`src/sv/sha_pkg.sv`:
```
// sha_pkg: shared constants, types and round functions for the sha-256 hasher
// no dependencies
package sha_pkg;

  localparam int unsigned BlockBytes = 64;
  localparam int unsigned Rounds     = 64;
  localparam int unsigned IdxW       = 6;

  localparam logic        KIND_BYTE = 1'b0;
  localparam logic        KIND_END  = 1'b1;
  localparam logic [7:0]  PAD_BYTE  = 8'h80;

  typedef logic [31:0] word_t;
  typedef word_t [7:0] hash_t;

  // controller to datapath commands
  typedef struct packed {
    logic            init;      // load initial hash values
    logic            wr_byte;   // write a byte into the block buffer
    logic [IdxW-1:0] wr_addr;
    logic [1:0]      wr_src;    // byte source
    logic            start;     // load working vars from hash
    logic            round;     // perform one round
    logic [IdxW-1:0] rnd;
    logic            finish;    // add working vars into hash
  } sha_cmd_t;

  localparam logic [1:0] SRC_DATA = 2'd0;
  localparam logic [1:0] SRC_PAD  = 2'd1;
  localparam logic [1:0] SRC_ZERO = 2'd2;
  localparam logic [1:0] SRC_LEN  = 2'd3;

  localparam hash_t INIT_H = {
    32'h5be0cd19, 32'h1f83d9ab, 32'h9b05688c, 32'h510e527f,
    32'ha54ff53a, 32'h3c6ef372, 32'hbb67ae85, 32'h6a09e667
  };

  function automatic word_t round_k(input logic [IdxW-1:0] i);
    word_t k;
    unique case (i)
      6'd0: k = 32'h428a2f98; 6'd1: k = 32'h71374491; 6'd2: k = 32'hb5c0fbcf;
      6'd3: k = 32'he9b5dba5; 6'd4: k = 32'h3956c25b; 6'd5: k = 32'h59f111f1;
      6'd6: k = 32'h923f82a4; 6'd7: k = 32'hab1c5ed5; 6'd8: k = 32'hd807aa98;
      6'd9: k = 32'h12835b01; 6'd10: k = 32'h243185be; 6'd11: k = 32'h550c7dc3;
      6'd12: k = 32'h72be5d74; 6'd13: k = 32'h80deb1fe; 6'd14: k = 32'h9bdc06a7;
      6'd15: k = 32'hc19bf174; 6'd16: k = 32'he49b69c1; 6'd17: k = 32'hefbe4786;
      6'd18: k = 32'h0fc19dc6; 6'd19: k = 32'h240ca1cc; 6'd20: k = 32'h2de92c6f;
      6'd21: k = 32'h4a7484aa; 6'd22: k = 32'h5cb0a9dc; 6'd23: k = 32'h76f988da;
      6'd24: k = 32'h983e5152; 6'd25: k = 32'ha831c66d; 6'd26: k = 32'hb00327c8;
      6'd27: k = 32'hbf597fc7; 6'd28: k = 32'hc6e00bf3; 6'd29: k = 32'hd5a79147;
      6'd30: k = 32'h06ca6351; 6'd31: k = 32'h14292967; 6'd32: k = 32'h27b70a85;
      6'd33: k = 32'h2e1b2138; 6'd34: k = 32'h4d2c6dfc; 6'd35: k = 32'h53380d13;
      6'd36: k = 32'h650a7354; 6'd37: k = 32'h766a0abb; 6'd38: k = 32'h81c2c92e;
      6'd39: k = 32'h92722c85; 6'd40: k = 32'ha2bfe8a1; 6'd41: k = 32'ha81a664b;
      6'd42: k = 32'hc24b8b70; 6'd43: k = 32'hc76c51a3; 6'd44: k = 32'hd192e819;
      6'd45: k = 32'hd6990624; 6'd46: k = 32'hf40e3585; 6'd47: k = 32'h106aa070;
      6'd48: k = 32'h19a4c116; 6'd49: k = 32'h1e376c08; 6'd50: k = 32'h2748774c;
      6'd51: k = 32'h34b0bcb5; 6'd52: k = 32'h391c0cb3; 6'd53: k = 32'h4ed8aa4a;
      6'd54: k = 32'h5b9cca4f; 6'd55: k = 32'h682e6ff3; 6'd56: k = 32'h748f82ee;
      6'd57: k = 32'h78a5636f; 6'd58: k = 32'h84c87814; 6'd59: k = 32'h8cc70208;
      6'd60: k = 32'h90befffa; 6'd61: k = 32'ha4506ceb; 6'd62: k = 32'hbef9a3f7;
      default: k = 32'hc67178f2;
    endcase
    return k;
  endfunction

  function automatic word_t rotr(input word_t x, input int unsigned n);
    return (x >> n) | (x << (32 - n));
  endfunction

endpackage

```
`src/sv/sha_if.sv`:
```
// sha_if: valid/ready channel interfaces for the hasher
// depends on nothing
interface sha_in_if;
  logic       valid;
  logic       ready;
  logic       kind;
  logic [7:0] data_byte;
  modport source (output valid, kind, data_byte, input ready);
  modport sink (input valid, kind, data_byte, output ready);
endinterface

interface sha_out_if;
  logic        valid;
  logic        ready;
  logic [31:0] digest_word;
  logic [2:0]  word_index;
  logic        last;
  modport source (output valid, digest_word, word_index, last, input ready);
  modport sink (input valid, digest_word, word_index, last, output ready);
endinterface

```
`src/sv/sha_datapath.sv`:
```
// sha_datapath: block buffer as 16-word schedule window, round logic, hash state
// depends on sha_pkg
module sha_datapath (
  input  logic                clk,
  input  sha_pkg::sha_cmd_t   cmd,
  input  logic [7:0]          data_byte,
  input  logic [63:0]         bit_len,
  output sha_pkg::hash_t      hash
);

  sha_pkg::word_t [15:0] w_r, w_nxt;
  sha_pkg::hash_t        h_r, h_nxt;
  sha_pkg::word_t [7:0]  v_r, v_nxt;

  logic [7:0] byte_in;
  logic [2:0] len_sel;
  sha_pkg::word_t s0, s1, wnew, t1, t2, e, a, wi;

  assign len_sel = cmd.wr_addr[2:0];

  always_comb begin
    unique case (cmd.wr_src)
      sha_pkg::SRC_DATA: byte_in = data_byte;
      sha_pkg::SRC_PAD:  byte_in = sha_pkg::PAD_BYTE;
      sha_pkg::SRC_ZERO: byte_in = 8'h00;
      default:           byte_in = bit_len[8'(7 - len_sel) * 8 +: 8];
    endcase
  end

  always_comb begin
    wi   = w_r[0];
    s0   = sha_pkg::rotr(w_r[1], 7) ^ sha_pkg::rotr(w_r[1], 18) ^ (w_r[1] >> 3);
    s1   = sha_pkg::rotr(w_r[14], 17) ^ sha_pkg::rotr(w_r[14], 19) ^ (w_r[14] >> 10);
    wnew = s1 + w_r[9] + s0 + w_r[0];
    e    = v_r[4];
    a    = v_r[0];
    t1   = v_r[7] + (sha_pkg::rotr(e, 6) ^ sha_pkg::rotr(e, 11) ^ sha_pkg::rotr(e, 25))
         + ((e & v_r[5]) ^ (~e & v_r[6])) + sha_pkg::round_k(cmd.rnd) + wi;
    t2   = (sha_pkg::rotr(a, 2) ^ sha_pkg::rotr(a, 13) ^ sha_pkg::rotr(a, 22))
         + ((a & v_r[1]) ^ (a & v_r[2]) ^ (v_r[1] & v_r[2]));

    w_nxt = w_r;
    v_nxt = v_r;
    h_nxt = h_r;
    if (cmd.wr_byte) begin
      w_nxt[cmd.wr_addr[5:2]][8'(3 - cmd.wr_addr[1:0]) * 8 +: 8] = byte_in;
    end
    if (cmd.start) v_nxt = h_r;
    if (cmd.round) begin
      // window shifts down one word per round
      for (int i = 0; i < 15; i++) w_nxt[i] = w_r[i + 1];
      w_nxt[15] = wnew;
      v_nxt = {v_r[6:4], v_r[3] + t1, v_r[2:0], t1 + t2};
    end
    if (cmd.finish) begin
      for (int i = 0; i < 8; i++) h_nxt[i] = h_r[i] + v_r[i];
    end
    if (cmd.init) h_nxt = sha_pkg::INIT_H;
  end

  always_ff @(posedge clk) begin
    w_r <= w_nxt;
    v_r <= v_nxt;
    h_r <= h_nxt;
  end

  assign hash = h_r;

endmodule

```
`src/sv/sha_ctrl.sv`:
```
// sha_ctrl: sequencer for byte intake, padding, rounds and digest output
// depends on sha_pkg
module sha_ctrl (
  input  logic              clk,
  input  logic              rst_n,
  input  logic              in_valid,
  input  logic              in_kind,
  output logic              in_ready,
  output logic              out_valid,
  input  logic              out_ready,
  output logic [2:0]        out_idx,
  output logic [63:0]       bit_len,
  output sha_pkg::sha_cmd_t cmd
);

  localparam logic [2:0] S_IDLE  = 3'd0;
  localparam logic [2:0] S_PAD   = 3'd1;
  localparam logic [2:0] S_START = 3'd2;
  localparam logic [2:0] S_ROUND = 3'd3;
  localparam logic [2:0] S_FIN   = 3'd4;
  localparam logic [2:0] S_OUT   = 3'd5;

  logic [2:0]  state_r, state_nxt;
  logic [5:0]  fill_r, fill_nxt;   // bytes held / pad write pointer
  logic [5:0]  rnd_r, rnd_nxt;
  logic [63:0] len_r, len_nxt;
  logic        ending_r, ending_nxt;  // message end seen
  logic        lenblk_r, lenblk_nxt;  // current pad block carries length
  logic [2:0]  oidx_r, oidx_nxt;

  assign in_ready  = (state_r == S_IDLE);
  assign out_valid = (state_r == S_OUT);
  assign out_idx   = oidx_r;
  assign bit_len   = len_r;

  always_comb begin
    state_nxt  = state_r;
    fill_nxt   = fill_r;
    rnd_nxt    = rnd_r;
    len_nxt    = len_r;
    ending_nxt = ending_r;
    lenblk_nxt = lenblk_r;
    oidx_nxt   = oidx_r;
    cmd        = '0;
    cmd.wr_addr = fill_r;
    cmd.rnd     = rnd_r;
    cmd.wr_src  = sha_pkg::SRC_DATA;
    unique case (state_r)
      S_IDLE: begin
        if (in_valid) begin
          cmd.wr_byte = 1'b1;
          if (in_kind == sha_pkg::KIND_BYTE) begin
            fill_nxt = fill_r + 6'd1;
            len_nxt  = len_r + 64'd8;
            if (fill_r == 6'd63) state_nxt = S_START;
          end else begin
            cmd.wr_src = sha_pkg::SRC_PAD;
            ending_nxt = 1'b1;
            lenblk_nxt = (fill_r < 6'd56);
            fill_nxt   = fill_r + 6'd1;
            state_nxt  = (fill_r == 6'd63) ? S_START : S_PAD;
          end
        end
      end
      S_PAD: begin
        cmd.wr_byte = 1'b1;
        cmd.wr_src  = (lenblk_r && fill_r >= 6'd56) ? sha_pkg::SRC_LEN
                                                    : sha_pkg::SRC_ZERO;
        fill_nxt = fill_r + 6'd1;
        if (fill_r == 6'd63) state_nxt = S_START;
      end
      S_START: begin
        cmd.start = 1'b1;
        rnd_nxt   = '0;
        state_nxt = S_ROUND;
      end
      S_ROUND: begin
        cmd.round = 1'b1;
        rnd_nxt   = rnd_r + 6'd1;
        if (rnd_r == 6'd63) state_nxt = S_FIN;
      end
      S_FIN: begin
        cmd.finish = 1'b1;
        fill_nxt   = '0;
        if (!ending_r) begin
          state_nxt = S_IDLE;
        end else if (!lenblk_r) begin
          lenblk_nxt = 1'b1;
          state_nxt  = S_PAD;
        end else begin
          oidx_nxt  = '0;
          state_nxt = S_OUT;
        end
      end
      S_OUT: begin
        if (out_ready) begin
          oidx_nxt = oidx_r + 3'd1;
          if (oidx_r == 3'd7) begin
            cmd.init   = 1'b1;
            len_nxt    = '0;
            ending_nxt = 1'b0;
            state_nxt  = S_IDLE;
          end
        end
      end
      default: state_nxt = S_IDLE;
    endcase
    if (!rst_n) cmd.init = 1'b1;
  end

  always_ff @(posedge clk) begin
    if (!rst_n) begin
      state_r  <= S_IDLE;
      fill_r   <= '0;
      rnd_r    <= '0;
      len_r    <= '0;
      ending_r <= 1'b0;
      lenblk_r <= 1'b0;
      oidx_r   <= '0;
    end else begin
      state_r  <= state_nxt;
      fill_r   <= fill_nxt;
      rnd_r    <= rnd_nxt;
      len_r    <= len_nxt;
      ending_r <= ending_nxt;
      lenblk_r <= lenblk_nxt;
      oidx_r   <= oidx_nxt;
    end
  end

endmodule

```
`src/sv/sha256_stream_hasher_top.sv`:
```
// sha256_stream_hasher_top: byte-stream sha-256 hasher top level
// depends on sha_pkg, sha_if, sha_ctrl, sha_datapath
//
// Takes one message word (byte) per cycle while idle; each 64th byte starts a
// compression of 64 rounds, one round a cycle through the single round unit,
// between a setup state and a hash update state. An end word writes the
// 0x80 pad, then fills zeros and the big-endian bit count one byte a cycle,
// compresses once or twice, and then presents the eight digest words, index
// 0 first, last set on index 7, one per accepted output cycle. Input is not
// taken while padding, compressing or emitting. After the last digest word
// the hash, length and fill count return to initial values.
module sha256_stream_hasher_top (
  input logic        clk,
  input logic        rst_n,
  sha_in_if.sink     in_ch,
  sha_out_if.source  out_ch
);

  sha_pkg::sha_cmd_t cmd;
  sha_pkg::hash_t    hash;
  logic [63:0]       bit_len;
  logic [2:0]        oidx;

  // sequencer
  sha_ctrl u_ctrl (
    .clk       (clk),
    .rst_n     (rst_n),
    .in_valid  (in_ch.valid),
    .in_kind   (in_ch.kind),
    .in_ready  (in_ch.ready),
    .out_valid (out_ch.valid),
    .out_ready (out_ch.ready),
    .out_idx   (oidx),
    .bit_len   (bit_len),
    .cmd       (cmd)
  );

  // message window, round unit and hash state
  sha_datapath u_dp (
    .clk       (clk),
    .cmd       (cmd),
    .data_byte (in_ch.data_byte),
    .bit_len   (bit_len),
    .hash      (hash)
  );

  // digest words straight from the hash registers
  assign out_ch.digest_word = hash[oidx];
  assign out_ch.word_index  = oidx;
  assign out_ch.last        = (oidx == 3'd7);

`ifndef NO_ASSERTIONS
  // no input taken while a digest is presented
  a_excl: assert property (@(posedge clk) disable iff (!rst_n)
    !(in_ch.ready && out_ch.valid)) else $error("in and out both open");
  // a stalled digest word keeps its index
  a_hold: assert property (@(posedge clk) disable iff (!rst_n)
    (out_ch.valid && !out_ch.ready) |=> (out_ch.valid && $stable(oidx)))
    else $error("digest index moved under stall");
  // last word leaves output state
  a_last: assert property (@(posedge clk) disable iff (!rst_n)
    (out_ch.valid && out_ch.ready && out_ch.last) |=> in_ch.ready)
    else $error("not idle after last digest word");
`endif

endmodule
```
`src/flat_wrapper.sv`:
```
// flat-port wrapper written by rule: the top's interface ports become plain ports
module sha256_stream_hasher_top_flat 
  (clk, rst_n, in_ch_valid, in_ch_kind, in_ch_data_byte, in_ch_ready, out_ch_valid, out_ch_digest_word, out_ch_word_index, out_ch_last, out_ch_ready);
  sha_in_if in_ch_i ();
  sha_out_if out_ch_i ();
  input logic clk;
  input logic rst_n;
  input wire logic [$bits(in_ch_i.valid)-1:0] in_ch_valid;
  input wire logic [$bits(in_ch_i.kind)-1:0] in_ch_kind;
  input wire logic [$bits(in_ch_i.data_byte)-1:0] in_ch_data_byte;
  output wire logic [$bits(in_ch_i.ready)-1:0] in_ch_ready;
  output wire logic [$bits(out_ch_i.valid)-1:0] out_ch_valid;
  output wire logic [$bits(out_ch_i.digest_word)-1:0] out_ch_digest_word;
  output wire logic [$bits(out_ch_i.word_index)-1:0] out_ch_word_index;
  output wire logic [$bits(out_ch_i.last)-1:0] out_ch_last;
  input wire logic [$bits(out_ch_i.ready)-1:0] out_ch_ready;
  assign in_ch_i.valid = in_ch_valid;
  assign in_ch_i.kind = in_ch_kind;
  assign in_ch_i.data_byte = in_ch_data_byte;
  assign in_ch_ready = in_ch_i.ready;
  assign out_ch_valid = out_ch_i.valid;
  assign out_ch_digest_word = out_ch_i.digest_word;
  assign out_ch_word_index = out_ch_i.word_index;
  assign out_ch_last = out_ch_i.last;
  assign out_ch_i.ready = out_ch_ready;
  sha256_stream_hasher_top u_core (.clk(clk), .rst_n(rst_n), .in_ch(in_ch_i), .out_ch(out_ch_i));
endmodule
```
`config.mk`:
```
export PLATFORM = sky130hd
export DESIGN_NAME = sha256_stream_hasher_top_flat
export DESIGN_NICKNAME = d
export VERILOG_FILES = /design/src/sv/sha_pkg.sv /design/src/sv/sha_if.sv /design/src/sv/sha_datapath.sv /design/src/sv/sha_ctrl.sv /design/src/sv/sha256_stream_hasher_top.sv /design/src/flat_wrapper.sv
export SDC_FILE = /design/constraint.sdc
export NUM_CORES = 2
export LEC_CHECK = 0
export BUFFER_PORTS_ARGS = -buffer_cell sky130_fd_sc_hd__buf_2
export CAP_MARGIN = 20
export CORE_ASPECT_RATIO = 1.2
export CORE_MARGIN = 3
export CORE_UTILIZATION = 65
export CTS_BUF_LIST = sky130_fd_sc_hd__clkbuf_8
export DETAILED_ROUTE_END_ITERATION = 8
export PLACE_DENSITY = 0.78
export SLEW_MARGIN = 20
export SYNTH_ARGS = -nofsm -noshare
export SYNTH_HDL_FRONTEND = slang
export SYNTH_HIERARCHICAL = 1
export SYNTH_SLANG_ARGS = --single-unit
```
`constraint.sdc`:
```
create_clock -name clk -period 15 [get_ports clk]
set_input_delay 3 -clock clk [delete_from_list [all_inputs] [get_ports clk]]
set_output_delay 3 -clock clk [all_outputs]
set_load 0.05 [all_outputs]
```
==> out/metrics.yaml <==
routedWlPerCell_um: 26.1
tns_ps: 0
h-tree-depth: 4
grtUsageTotal_pct: 40.0
synth_cell_types: 98
initial_core_util_pct: 65.7
ys_seq_area_share_pct: 39.5
die_w_um: 317
first_pass_iters: 7
synth_commonest_cells: "1053 x nand2_1, 835 x o21ai_0, 768 x edfxtp_1"
synthMuxAreaShare_pct: 8.26
synth_area_sq_um: 75500
clock_latency_ps: 940
nNetsFinal: 8330
cts.clk_slew.worst_paths_ps: 60
cp-end-kind: "flop"
startpoint: "u_core/u_ctrl/rnd_r[0]"
r2r-start: "u_core/u_ctrl/rnd_r[0]"
ys_seq_elements: 1105
maxCapViolCount: 0
critPathRequiredTime_ps: 15750
cts_tree: "built"
post_cts_buffers: 0
synth_compound_area_share_pct: 17.1
cts_resized: 0
hold_path.class: "flop to flop"
status: "completed"
cp_num_buf_inv: 6
areaGrowthSynthToFinish_pct: 6.45
power.leakage_nw: 29.8
critPathSlowestCell: "ha_1"
die-area_sq_um: 120000
ctsHoldBuffers: 0
max_clock_freq_mhz: 103
drv_slew: 0
synth_largest_area_cell: "edfxtp_1"
grt_start_max_net_pins: 186
synth_flop_cell: "edfxtp_1"
worstSetupPathType: "flop to flop"
vdd_ir_drop_max_v: 0.000329
rsz0062_at_grt: "no"
dp_cells: 9054
maxSlewHeadroom_pct: 13.2
netlist_instances: 7795
synthAdderAreaFrac_pct: 11.8
instances_no_fill: 9390
syn_area_per_cell_sq_um: 9.69
async_reset_ff_share_pct: 0
critPathMaxStageDelay_ps: 620
grt_pass1_wl_mm: 361
cts-root-buf: "clkbuf_8"
numCtsBuffers: 182
cts_buffer_depth: 3
die_h_um: 379
crit_arrival_ps: 10440
dr_total_vias: 62200
netlist.area_leader.share_pct: 30.5
vias_per_cell: 6.63
hpwl_mm: 181
core_area_sq_um: 115000
drt-total-wl_mm: 245
powerDensity_nw_per_um2: 255
cp_max_fo: 32
synth.most_common_cell: "nand2_1"
synthTopCellsByArea: "edfxtp_1 31%, dfxtp_1 8.9%, ha_1 6.6%"
period_needed_ps: 9690
rows: 136
fin_crit_sh_pct: 64.6
synth_top_family_by_area: "compound AO/OA/AOI/OAI gates"
hold_viol: 0
io_buffers: 50
synth_xor_area_share_pct: 6.32
ioPinCount: 51
setup_viol: 0
antenna_left: 0
fin_skew_ps: 51.2
synth-simple-area-share_pct: 12.9
drt_iter0_markers: 7453
grt-ovfl-total: 0
critPathTopFamily: "compound AO/OA/AOI/OAI gates"
cts_sinks: 1105
min_from: "u_core/u_ctrl/out_idx[1]"
grt_pass1_vias: 60100
nFillCells: 8739
yosysWarnings: 6
drc: 0
synth-edff-count: 768
startpoint_type: "flop"
antenna_found_initial: 5
globalplace.congestion: 1.04
drive_above_1_share_pct: 10.2
worst_pin_slew_ps: 1300
cells in the final DEF (no fill, tap or decap), types with 22 or more instances in the layout:
cell / synthesis / final
o21ai_0: 835 / 825
mux2_2: 273 / 273
mux2i_1: 118 / 118
a31oi_1: 48 / 48
nand4_1: 58 / 58
o22ai_1: 24 / 24
clkinv_1: 4 / 38
or3_1: 49 / 49
nand3_1: 115 / 115
ha_1: 400 / 400
a21oi_1: 462 / 461
a211oi_1: 61 / 61
and3_1: 47 / 47
and2_1: 34 / 34
buf_4: 4 / 83
o21bai_1: 40 / 40
a21boi_0: 27 / 27
mux4_2: 80 / 80
inv_1: 398 / 451
nor2b_1: 70 / 69
buf_2: 10 / 51
clkinv_2: 0 / 28
nor3_1: 120 / 112
edfxtp_1: 768 / 768
o211ai_1: 57 / 57
nand2_1: 1053 / 1053
nor3b_1: 22 / 22
fa_1: 195 / 195
a21o_1: 216 / 216
dfxtp_1: 337 / 330
nand2b_1: 57 / 57
a22o_1: 36 / 36
a211o_1: 27 / 27
or4_1: 23 / 23
xnor2_1: 358 / 358
xor2_1: 182 / 182
clkbuf_8: 0 / 195
o31ai_1: 44 / 44
nor2_1: 407 / 406
o21a_1: 78 / 78
sequential cells by signal, indices dropped and copies added, names as in the netlist:
register,count
u_core/u_ctrl/ending_r,1
u_core/u_ctrl/out_idx,3
u_core/u_ctrl/bit_len,61
u_core/u_ctrl/lenblk_r,1
u_core/u_dp/hash,256
u_core/u_ctrl/rnd_r,6
u_core/u_dp/v_r,192
u_core/u_dp/wi,32
u_core/u_ctrl/fill_r,6
u_core/u_dp/e,32
u_core/u_ctrl/state_r,3
u_core/u_dp/a,32
u_core/u_dp/w_r,480
routing by layer:
metal  vias up  part of all wire (%)  GRT usage (%)
li1      28000                     -              -
met1     30000                    37           48.3
met2      3357                    47           65.8
met3       801                   8.2           6.08
met4         2                   8.1           27.8
met5         -                0.0082              0
final timing paths:
| kind | end | slack [ps] | cells after the start |
|---|---|---|---|
| max | u_core/u_dp/a[30] | 5310 | 32 |
| min | u_core/u_ctrl/out_idx[1] | 470 | 2 |
| max reg2reg | u_core/u_dp/a[30] | 5310 | 32 |
| min reg2reg | u_core/u_ctrl/out_idx[1] | 470 | 2 |
kinds of logic (layout without fill, tap and decap cells):
family / count (synthesis) / after routing
AOI/OAI and AO/OA: 2117 / 2117
adders and majority gates: 599 / 599
other: 1 / 4
xor gates and xnor gates: 542 / 542
DFF: 1105 / 1105
muxes: 478 / 478
buffers and inverters: 800 / 874
and+or+nand+nor: 2153 / 2153
where the power goes:
group	total (W)	leakage (nW)	switching, W	internal (W)
logic	0.0141	18.2	0.00837	0.00578
registers	0.00375	9.61	0.000234	0.00352
clock network	0.00260	2.00	0.00133	0.00127
cell type report:
type	instances	area [sq um]	share of cell area, %
tap	1518	1900	2.36
clock inverter	138	791	0.984
antenna	1	2.50	0.00311
clock buffer	195	2680	3.34
inverter	403	1550	1.92
multi-input combinational	5892	42700	53.1
sequential	1105	29800	37.1
timing repair buffer	138	943	1.17
per-stage QoR:
stage	setup slack, ps	hold WS [ps]	total power (W)	utilization (%)	cell area [sq um]
4_1_cts	5410	478	0.0202	70.0	80400
3_5_place_dp	5410	469	0.0175	66.9	76900
6_report	5310	475	0.0205	70.0	80400
2_1_floorplan	6860	449	0.0142	-	75500
5_1_grt	4800	503	0.0220	70.0	80400
3_3_place_gp	5440	458	0.0173	66.9	76900
worst reg2reg max path, delay by kind of cell (launching register included):
kind,cells,cell delay (ps)
AOI/OAI and AO/OA,16,4020
xor gates and xnor gates,1,220
adders and majority gates,6,2700
buffers and inverters,6,1080
DFF,1,310
muxes,1,530
and+or+nand+nor,2,690
Power figures use the tool's default switching activity.
